## src/design/erg_pkg.sv

```systemverilog
package erg_pkg;

  localparam int MAX_ENTITIES = 256;
  localparam int SIG_W        = 32;
  localparam int IDX_W        = $clog2(MAX_ENTITIES);
  localparam int ID_W         = IDX_W + 1;
  localparam int STATUS_W     = 2;

  typedef enum logic [2:0] {
    ACT_REGISTER,
    ACT_UPDATE,
    ACT_UNREGISTER,
    ACT_HAS_ENTITY,
    ACT_HAS_TEMPLATE,
    ACT_READ_SIG,
    ACT_COUNT_EXACT,
    ACT_COUNT_PARTIAL
  } action_t;

  localparam logic [STATUS_W-1:0] ST_OK        = 2'd0;
  localparam logic [STATUS_W-1:0] ST_FULL      = 2'd1;
  localparam logic [STATUS_W-1:0] ST_NOT_FOUND = 2'd2;

  typedef enum logic [1:0] {
    S_IDLE,
    S_SCAN,
    S_EXEC
  } state_t;

  typedef struct packed {
    logic accept;
    logic scan_issue;
    logic load;
  } cmd_t;

  typedef struct packed {
    logic scan_done;
  } dp_status_t;

endpackage

```

## src/design/erg_ctrl.sv

```systemverilog
module erg_ctrl
  import erg_pkg::*;
(
  input  logic       clk,
  input  logic       rst,
  input  logic       in_valid,
  output logic       in_ready,
  input  logic [2:0] action,
  output logic       out_valid,
  input  logic       out_ready,
  input  dp_status_t stat,
  output cmd_t       cmd
);

  state_t state, state_next;
  logic   is_count;

  assign is_count = (action_t'(action) == ACT_COUNT_EXACT) ||
                    (action_t'(action) == ACT_COUNT_PARTIAL);

  always_ff @(posedge clk) begin
    if (rst) begin
      state     <= S_IDLE;
      out_valid <= 1'b0;
    end else begin
      state <= state_next;
      if (cmd.load) begin
        out_valid <= 1'b1;
      end else if (out_ready) begin
        out_valid <= 1'b0;
      end
    end
  end

  always_comb begin
    state_next = state;
    unique case (state)
      S_IDLE: begin
        if (in_valid) begin
          state_next = is_count ? S_SCAN : S_EXEC;
        end
      end
      S_SCAN: begin
        if (stat.scan_done) begin
          state_next = S_EXEC;
        end
      end
      S_EXEC: begin
        if (!out_valid || out_ready) begin
          state_next = S_IDLE;
        end
      end
      default: state_next = S_IDLE;
    endcase
  end

  always_comb begin
    in_ready       = 1'b0;
    cmd.accept     = 1'b0;
    cmd.scan_issue = 1'b0;
    cmd.load       = 1'b0;
    unique case (state)
      S_IDLE: begin
        in_ready   = !rst;
        cmd.accept = in_valid && !rst;
      end
      S_SCAN: cmd.scan_issue = 1'b1;
      S_EXEC: cmd.load = !out_valid || out_ready;
      default: ;
    endcase
  end

endmodule

```

## config.mk

```make
export PLATFORM = sky130hd
export DESIGN_NAME = erg_ctrl
export DESIGN_NICKNAME = d
export VERILOG_FILES = /design/src/design/erg_pkg.sv /design/src/design/erg_ctrl.sv
export SDC_FILE = /design/constraint.sdc
export NUM_CORES = 1
export LEC_CHECK = 0
export BUFFER_PORTS_ARGS = -buffer_cell sky130_fd_sc_hd__clkbuf_2
export CORE_AREA = 2 2 39 41
export CTS_CLUSTER_DIAMETER = 40
export DETAILED_ROUTE_END_ITERATION = 16
export DIE_AREA = 0 0 41 43
export GPL_TIMING_DRIVEN = 0
export SLEW_MARGIN = 20
export SYNTH_ARGS = -nofsm -noshare
export SYNTH_HDL_FRONTEND = slang
export SYNTH_SLANG_ARGS = --single-unit
```

## constraint.sdc

```tcl
create_clock -name clk -period 1.1 [get_ports clk]
set_clock_uncertainty 0.1 [all_clocks]
set_input_delay 0.055 -clock clk [delete_from_list [all_inputs] [get_ports clk]]
set_output_delay 0.055 -clock clk [all_outputs]
set_load 0.005 [all_outputs]
```

==> metrics.txt, run 1 <==
slew margin rel.=0.8828; CTS Buffer Depth=2; GPL Wtd Cong=0.5070; Detail Route Antenna Nets=0; # rows=14; max-slew violations=0; routed length per instance=7.292 um; CTS sink cnt=3; leakage=around 0.12 nW; Crit. End Element=output port; Peak VDD IR=0.3209 mV; RR Endpoint=state[0]; worst endpoint data arrival time=960 ps; setup ws final=-13.73 ps; final std cells w/o fill=48; Min Hold Slack=-51.78 ps; compound-gate portion of the synthesized area=0.1780; Synth Net Count=25; largest family of logic cells by synthesized area=simple AND/OR/NAND/NOR gates; Netlist Area Pre-Place=approximately 150 sq um; CTS HTree Levels=1; register bit count reported by yosys=3; chip height=43 um; Worst R2R Start=state[0]; Die Area=around 0.0018 sq mm; worst-path cell chain=nor3_2, and2_1, clkbuf_2; Port Buffers=11; number of instances in the placed design=44; Vias/cell=~3.6; Clk Latency, worst-skew pair=220 ps; Synth cell types=11; status=finished, violations left; 1st-pass router iterations=2; area added between synthesis and finish=78.81%; CP max FO=5; final count of hold timing violations=3; largest net degree at the start of global routing=6; vias in the first global route=approximately 170; Antenna Cells=0; io pins=13; Post-Synth Simple-Gate Area=0.3390; DIE WIDTH=41 um; Num CTS Buffers=3; TritonCTS clock tree=built; Adder-Cell Fraction of Synth Area=0; DR iter-0 viols=2; Total Nets Final=41; initial antenna violation count=0; core footprint=~0.0014 sq mm; Root Buffer=clkbuf_4; worst path buffer plus inverter count=1; share of cells above drive strength 1=0.5938; post-synthesis mux area share=0.07627; worst hold stages=2; WHS Endpoint=state[1]; Synth Instances=17; Least-Margin Pin Slew=174.8 ps; DP HPWL=294.9 um; Finish-stage setup viols=1; Tcrit/Tclk final=1.012; cell family with most CP delay=flip-flops; Avg Cell Area, Syn=8.685 sq um; total power=0.0003634 W; hold_sp=rst; # DRC=0; Seq/Total Area, Yosys=0.4068; cell count of the worst reg-to-reg path=2; reg-to-reg slack, setup=120 ps; Setup crit start kind=flop; first-pass GRT wire length=~580 um; clk slew on worst S/H paths=40 ps; achievable frequency=0.8979 GHz; slowest stage cell, crit path=dfxtp_2; setup tns final=-13.73 ps; Pwr Density=1377 mW/mm^2; RSZ-0062 raised after global routing=yes; initial core utilization=0.1067; CP Launch Point=state[0]; max cap viols=0; total grt overflow=0; failing checks=negative hold slack, negative setup slack; final core area utilization=0.1908; fin crit period=1114 ps; Post-CTS Setup Bufs=0; worst min-delay path category=in2reg; via count=171; yosys warns=0; Critical Path RT=940 ps; Total GRT Usage=0.05015; kind of critical path=reg2out; Crit path largest cell delay=330 ps; xor and xnor fraction of the mapped netlist area=0; WL final=350 um; WP depth=3
-- placed cells by master, fill, tap and decap left out, types with 2 or more instances in the layout --
cell type / synthesis / final
clkbuf_2: 0 / 10
a21oi_1: 2 / 2
dfxtp_2: 0 / 2
nor2b_1: 2 / 2
clkbuf_4: 0 / 3
-- logic make-up after synthesis --
family           count (synthesis)
AO/OA/AOI/OAI                    4
flip-flops                       3
multiplexers                     1
AND/OR/NAND/NOR                  9
-- power breakdown --
group,internal (W),switching [W],total (W)
clock network,0.000136,0.0000512,0.000187
logic,0.0000315,0.0000210,0.0000525
registers,0.000116,0.00000764,0.000124
total,0.000283,0.0000799,0.000363
-- cell usage after synthesis, drive strengths merged --
library cell  n  area (sq um)
and2          1         6.260
nand2         1         3.750
nor3          2         10.01
mux2          1         11.26
a21oi         2         10.01
a2bb2oi       1         8.760
nand3         1         5.000
dfxtp         3         60.06
a211oi        1         7.510
nor2b         2         12.51
nand2b        2         12.51
-- registers in the layout, indices dropped and copies added (netlist names) --
signal / count
out_valid: 1
state: 2
-- worst register-to-register path: cells and delay by family (launching register included) --
kind          cells  cell delay [ps]
flops             1              360
mux               1              330
simple gates      1              110
-- what timing repair did --
item	4_1_cts	5_1_grt
gates resized for setup	4	1
pin swaps	2	0
endpoints found under the hold margin	3	3
setup endpoints to repair	3	2
-- how the worst max path moves through the flow --
stage / endpoint / slack, ps
2_1_floorplan: state[0] / 140
3_3_place_gp: state[0] / 90
3_5_place_dp: state[0] / 90
4_1_cts: cmd[2] / -30
5_1_grt: cmd[2] / -110
6_report: cmd[2] / -10
-- layer usage --
| metal | part of all wire | GRT usage | wire, um |
|---|---|---|---|
| met5 | 0 | 0 | 0 |
| met4 | 0 | 0.02000 | 0 |
| met3 | 0.11 | 0.04712 | 37 |
| met2 | 0.50 | 0.08125 | 175 |
| met1 | 0.39 | 0.03846 | 137 |
-- metrics by stage --
step | cell area (sq um) | setup WS [ps]
after floorplan | 147.6 | 142.3
after global placement | 222.7 | 91.91
after detailed placement | 222.7 | 93.97
after CTS | 264.0 | -30.59
after global routing | 264.0 | -113.9
final | 264.0 | -13.73
-- final cells by class --
cell class / instances / area (sq um)
Fill cell: 163 / 1120
Multi-Input combinational cell: 14 / 100.1
Sequential cell: 3 / 62.56
Timing Repair Buffer: 11 / 55.05
Clock buffer: 4 / 26.28
Tap cell: 16 / 20.02
Power figures use the tool's default switching activity.
==> run 2, diff against run 1 <==
BUFFER_PORTS_ARGS = default   (was -buffer_cell sky130_fd_sc_hd__clkbuf_2)
DONT_BUFFER_PORTS = 1   (was default)
==> run 2 against run 1 <==
Compared with the run above: the run now ends clean; power grew 3.6%; flip-flop and latch count is the same; routed wire length grew 19%; global-route usage grew 1.8 points; first-iteration DRC count is the same; worst setup slack gained 30 ps; critical path depth shrank 1; sequential power is essentially flat; cell count shrank 10%; count of clock-buffer cells in the layout is the same; critical endpoint unchanged; largest power group unchanged.
==> metrics.txt, run 2 (same netlist as run 1, synthesis figures left out) <==
status=completed; GR Util met3=0.04712; Total GRT Usage=0.06827; Finish-stage setup viols=0; final core area utilization=0.1953; leakage=0.09515 nW; vias in the first global route=170; GR peak layer=met4; slowest stage cell, crit path=dfxtp_2; slew margin rel.=0.8664; hold_sp=rst; routed length per instance=9.674 um; worst endpoint data arrival time=930 ps; worst-path cell chain=nor3_4, and2_1; CTS Buffer Depth=2; Min Hold Slack=32.41 ps; Sequential Area=62.56 sq um; chip height=43 um; DR iter-0 viols=2; core footprint=0.001384 sq mm; Num CTS Buffers=3; Peak VDD IR=about 0.27 mV; Setup crit start kind=flop; Pwr Density=roughly 1400 mW/mm^2; io pins=13; CP max FO=5; DIE WIDTH=41 um; Crit path largest cell delay=340 ps; worst min-delay path category=in2out; Post-CTS Setup Bufs=0; leading cell type in the layout, fill and taps excluded=dlygate4sd3_1; total grt overflow=0; achievable frequency=0.9225 GHz; CTS HTree Levels=1; # DRC=0; Total Nets Final=36; total power=0.0003763 W; Vias/cell=3.744; # rows=14; cell count of the worst reg-to-reg path=2; Port Buffers=0; max FFs per register=2; Tcrit/Tclk final=0.9854; TritonCTS clock tree=built; DP HPWL=slightly below 300 um; met1 usage=0.05145; Worst R2R Start=state[0]; CTS sink cnt=3; Filler Cell Count=160; RSZ-0062 raised after global routing=yes; GPL Wtd Cong=0.4848; most frequent cells in the layout=dlygate4sd3_1 (6), clkbuf_4 (3), nand2b_1 (2), a21oi_1 (2), dfxtp_2 (2); largest register by flop count=state; initial core utilization=0.1067; fin crit period=1084 ps; met2 Usage GRT=0.08750; share of cells above drive strength 1=0.2963; Critical Path RT=940 ps; clk slew on worst S/H paths=40 ps; 1st-pass router iterations=2; Least-Margin Pin Slew=200.0 ps; max-slew violations=0; Crit. End Element=output port; Root Buffer=clkbuf_4; initial antenna violation count=0; kind of critical path=reg2out; area added between synthesis and finish=83.05%; Multi-input gate area=101.3 sq um; registers with the most flip-flops=state: 2 flops, out_valid: 1 flops; largest net degree at the start of global routing=6; Clk Latency, worst-skew pair=240 ps; via count=161; final count of hold timing violations=0; CP Launch Point=state[0]; Antenna Cells=0; Detail Route Antenna Nets=0; max cap viols=0; WL final=416 um; Die Area=0.001763 sq mm; worst hold stages=1; first-pass GRT wire length=676 um
[run 2: changes by cell type in the layout (fill, tap and decap cells not counted), sizes merged]
cell	delta
clkbuf	-10
buf	-1
dlygate4sd3	+6
[run 2: path summary, 6_finish.rpt]
kind	to	slack, ps
worst min register to register	state[0]	380
worst max register to register	state[0]	90
worst max-delay path	cmd[2]	20
worst min-delay path	in_ready	30
[run 2: cell type report]
class                      count  share of cell area
timing repair buffer           6              0.2222
multi-input combinational     14              0.3750
clock buffer                   4             0.09722
sequential                     3              0.2315
tap                           16             0.07407
[run 2: worst max-delay path: cells and delay by family, from the launching register on]
family / cells / cell delay [ps]
flip-flops: 1 / 340
AND/OR/NAND/NOR: 2 / 350
[run 2: stage by stage]
step                instance area [sq um]  std cells  setup TNS, ps  setup WS (ps)
finish                              270.3         43              0          16.04
global route                        270.3         43         -78.41         -39.06
CTS                                 260.3         43         -17.15         -17.15
detailed placement                  167.7         33              0          99.62
global placement                    167.7         33              0          86.01
floorplan                           147.6         17              0          142.3
[run 2: repair_timing]
item                                    in CTS  in global routing
gates resized for setup                      2                  3
hold endpoints to repair                     3                  0
endpoints found under the setup margin       1                  2
gates cloned                                 0                  0
pin swaps                                    2                  0
hold buffers                                 6                  0
[run 2: per-layer routing]
metal / vias to the layer above / share of wire
met3: 2 / 0.13
met2: 8 / 0.48
li1: 80 / -
met4: 0 / 0.050
met1: 71 / 0.33
met5: - / 0
[run 2: power by group]
group          total [W]  switching [W]  internal [W]
Sequential      0.000125     0.00000836      0.000116
Clock           0.000203      0.0000661      0.000137
Combinational  0.0000489      0.0000176     0.0000313
Total           0.000376      0.0000920      0.000284
==> run 3, diff against run 2 <==
CAP_MARGIN = 20   (was default)
PLACE_DENSITY = 0.3   (was default)
==> run 3 against run 2 <==
Compared with the run above: flip-flop and latch count unchanged; largest cell class unchanged; sequential power hardly changed; count of clock-buffer cells in the layout did not move; critical path type unchanged; fmax increased by 1.3%; power shrank 1.4%; first-iteration DRC count shrank 100%; die area unchanged; register-to-register slack barely moved; combinational power is 12% higher; cell count unchanged.
==> metrics.txt, run 3 (same netlist as run 1, synthesis figures left out) <==
Clock power frac=0.513; worst min-delay path category=in2out; DR iter-0 viols=0; CP Launch Point=state[0]; share of cells above drive strength 1=0.3704; most frequent cells in the layout=dlygate4sd3_1 (6), clkbuf_4 (3), a21oi_1 (2), dfxtp_2 (2); Crit. End Element=output port; CP max FO=5; Critical Path RT=approximately 940 ps; WL final=430 um; vias in the first global route=160; CP endpoint=cmd[2]; Antenna Cells=0; Detail Route Antenna Nets=0; Least-Margin Pin Slew=197.9 ps; Clk Latency, worst-skew pair=approximately 230 ps; DIE WIDTH=between 40 and 50 um; GPL Wtd Cong=roughly 0.48; Finish-stage setup viols=0; max cap viols=0; highest routed layer=met3; leakage=0.1024 nW; Internal=approximately 0.00029 W; number of instances in the placed design=33; io pins=13; met2 wire length=161 um; met1 WL=185 um; Num CTS Buffers=3; Place WS=roughly 100 ps; Psw=0.00008359 W; Total GRT Usage=0.06124; sequential power share=0.340; Root Buffer=clkbuf_4; first-pass GRT wire length=593 um; worst endpoint data arrival time=920 ps; initial core utilization=0.1067; max FFs per register=2; largest register by flop count=state; TritonCTS clock tree=built; routed length per instance=10.00 um; routed wl met3=82 um; cell count of the worst reg-to-reg path=3; Setup crit start kind=flop; # DRC=0; core footprint=0.001384 sq mm; total grt overflow=0; 1st-pass router iterations=1; Worst R2R Start=state[0]; # rows=14; Die Area=0.001763 sq mm; CTS Buffer Depth=2; worst hold stages=1; leading cell type in the layout, fill and taps excluded=dlygate4sd3_1; RSZ-0062 raised after global routing=yes; Filler Cell Count=152; via count=169; Peak VDD IR=around 0.48 mV; status=completed; achievable frequency=about 0.93 GHz; Pwr Density=roughly 1300 mW/mm^2; chip height=around 43 um; reg-to-reg slack, setup=90 ps; sw frac=0.2254; clk slew on worst S/H paths=40 ps; initial antenna violation count=0; area added between synthesis and finish=89.83%; fin crit period=around 1100 ps; RR Endpoint=state[1]; Port Buffers=0; setup ws final=just under 30 ps; largest net degree at the start of global routing=6; Comb pwr share=0.147; slew margin rel.=0.8678; CTS HTree Levels=1; setup tns final=0 ps; Vias/cell=3.930; final count of hold timing violations=0; Post-CTS Setup Bufs=0; DP HPWL=266.1 um; Tcrit/Tclk final=0.9731; kind of critical path=reg2out; registers with the most flip-flops=state: 2 flops, out_valid: 1 flops; max-slew violations=0; final std cells w/o fill=43; CTS sink cnt=3; Total Nets Final=36
run 3: timing repair:
| action | CTS | global route |
|---|---|---|
| endpoints found under the hold margin | 3 | 0 |
| hold buffers | 6 | 0 |
| gates resized for setup | 2 | 5 |
| endpoints found under the setup margin | 1 | 2 |
| pin swaps | 2 | 0 |
run 3: worst max-delay path: stages, from the launching register on:
cell     delay, ps
dfxtp_2        340
nor3_4         180
and2_4         170
run 3: worst min path at each step:
stage | startpoint | endpoint | slack, ps
finish | rst | in_ready | 30
global placement | rst | state[1] | 40
detailed placement | rst | state[1] | 30
CTS | rst | in_ready | 40
floorplan | rst | out_valid | 20
global route | rst | in_ready | 40
run 3: area by class of cell:
type,count,area [sq um],share of cell area
well taps,16,20.02,0.07143
clock buffers,4,26.28,0.09375
repair buffers,6,60.06,0.2143
flip-flops and latches,3,62.56,0.2232
multi-input cells,14,111.4,0.3973
run 3: per-layer routing:
metal | vias to the layer above | track usage
met3 | 0 | 0.07853
met5 | - | 0
met1 | 74 | 0.05788
met4 | 0 | 0.04000
li1 | 81 | -
met2 | 14 | 0.06875
run 3: metrics by stage:
step,cell area (sq um),total power [W],hold slack [ps],utilization
finish,280.3,0.0003709,32.91,0.2025
global route,280.3,0.0004091,36.32,0.2025
CTS,260.3,0.0003728,39.25,0.1881
detailed placement,167.7,0.0001496,31.98,0.1212
global placement,167.7,0.0001500,36.57,0.1212
floorplan,147.6,0.0001451,24.07,-
run 3: power groups by stage:
| stage | Combinational [W] | Clock [W] | Sequential (W) |
|---|---|---|---|
| floorplan | 0.0000230 | 0 | 0.000122 |
| global placement | 0.0000267 | 0 | 0.000123 |
| detailed placement | 0.0000264 | 0 | 0.000123 |
| CTS | 0.0000472 | 0.000203 | 0.000123 |
| global route | 0.0000608 | 0.000222 | 0.000127 |
| finish | 0.0000546 | 0.000190 | 0.000126 |
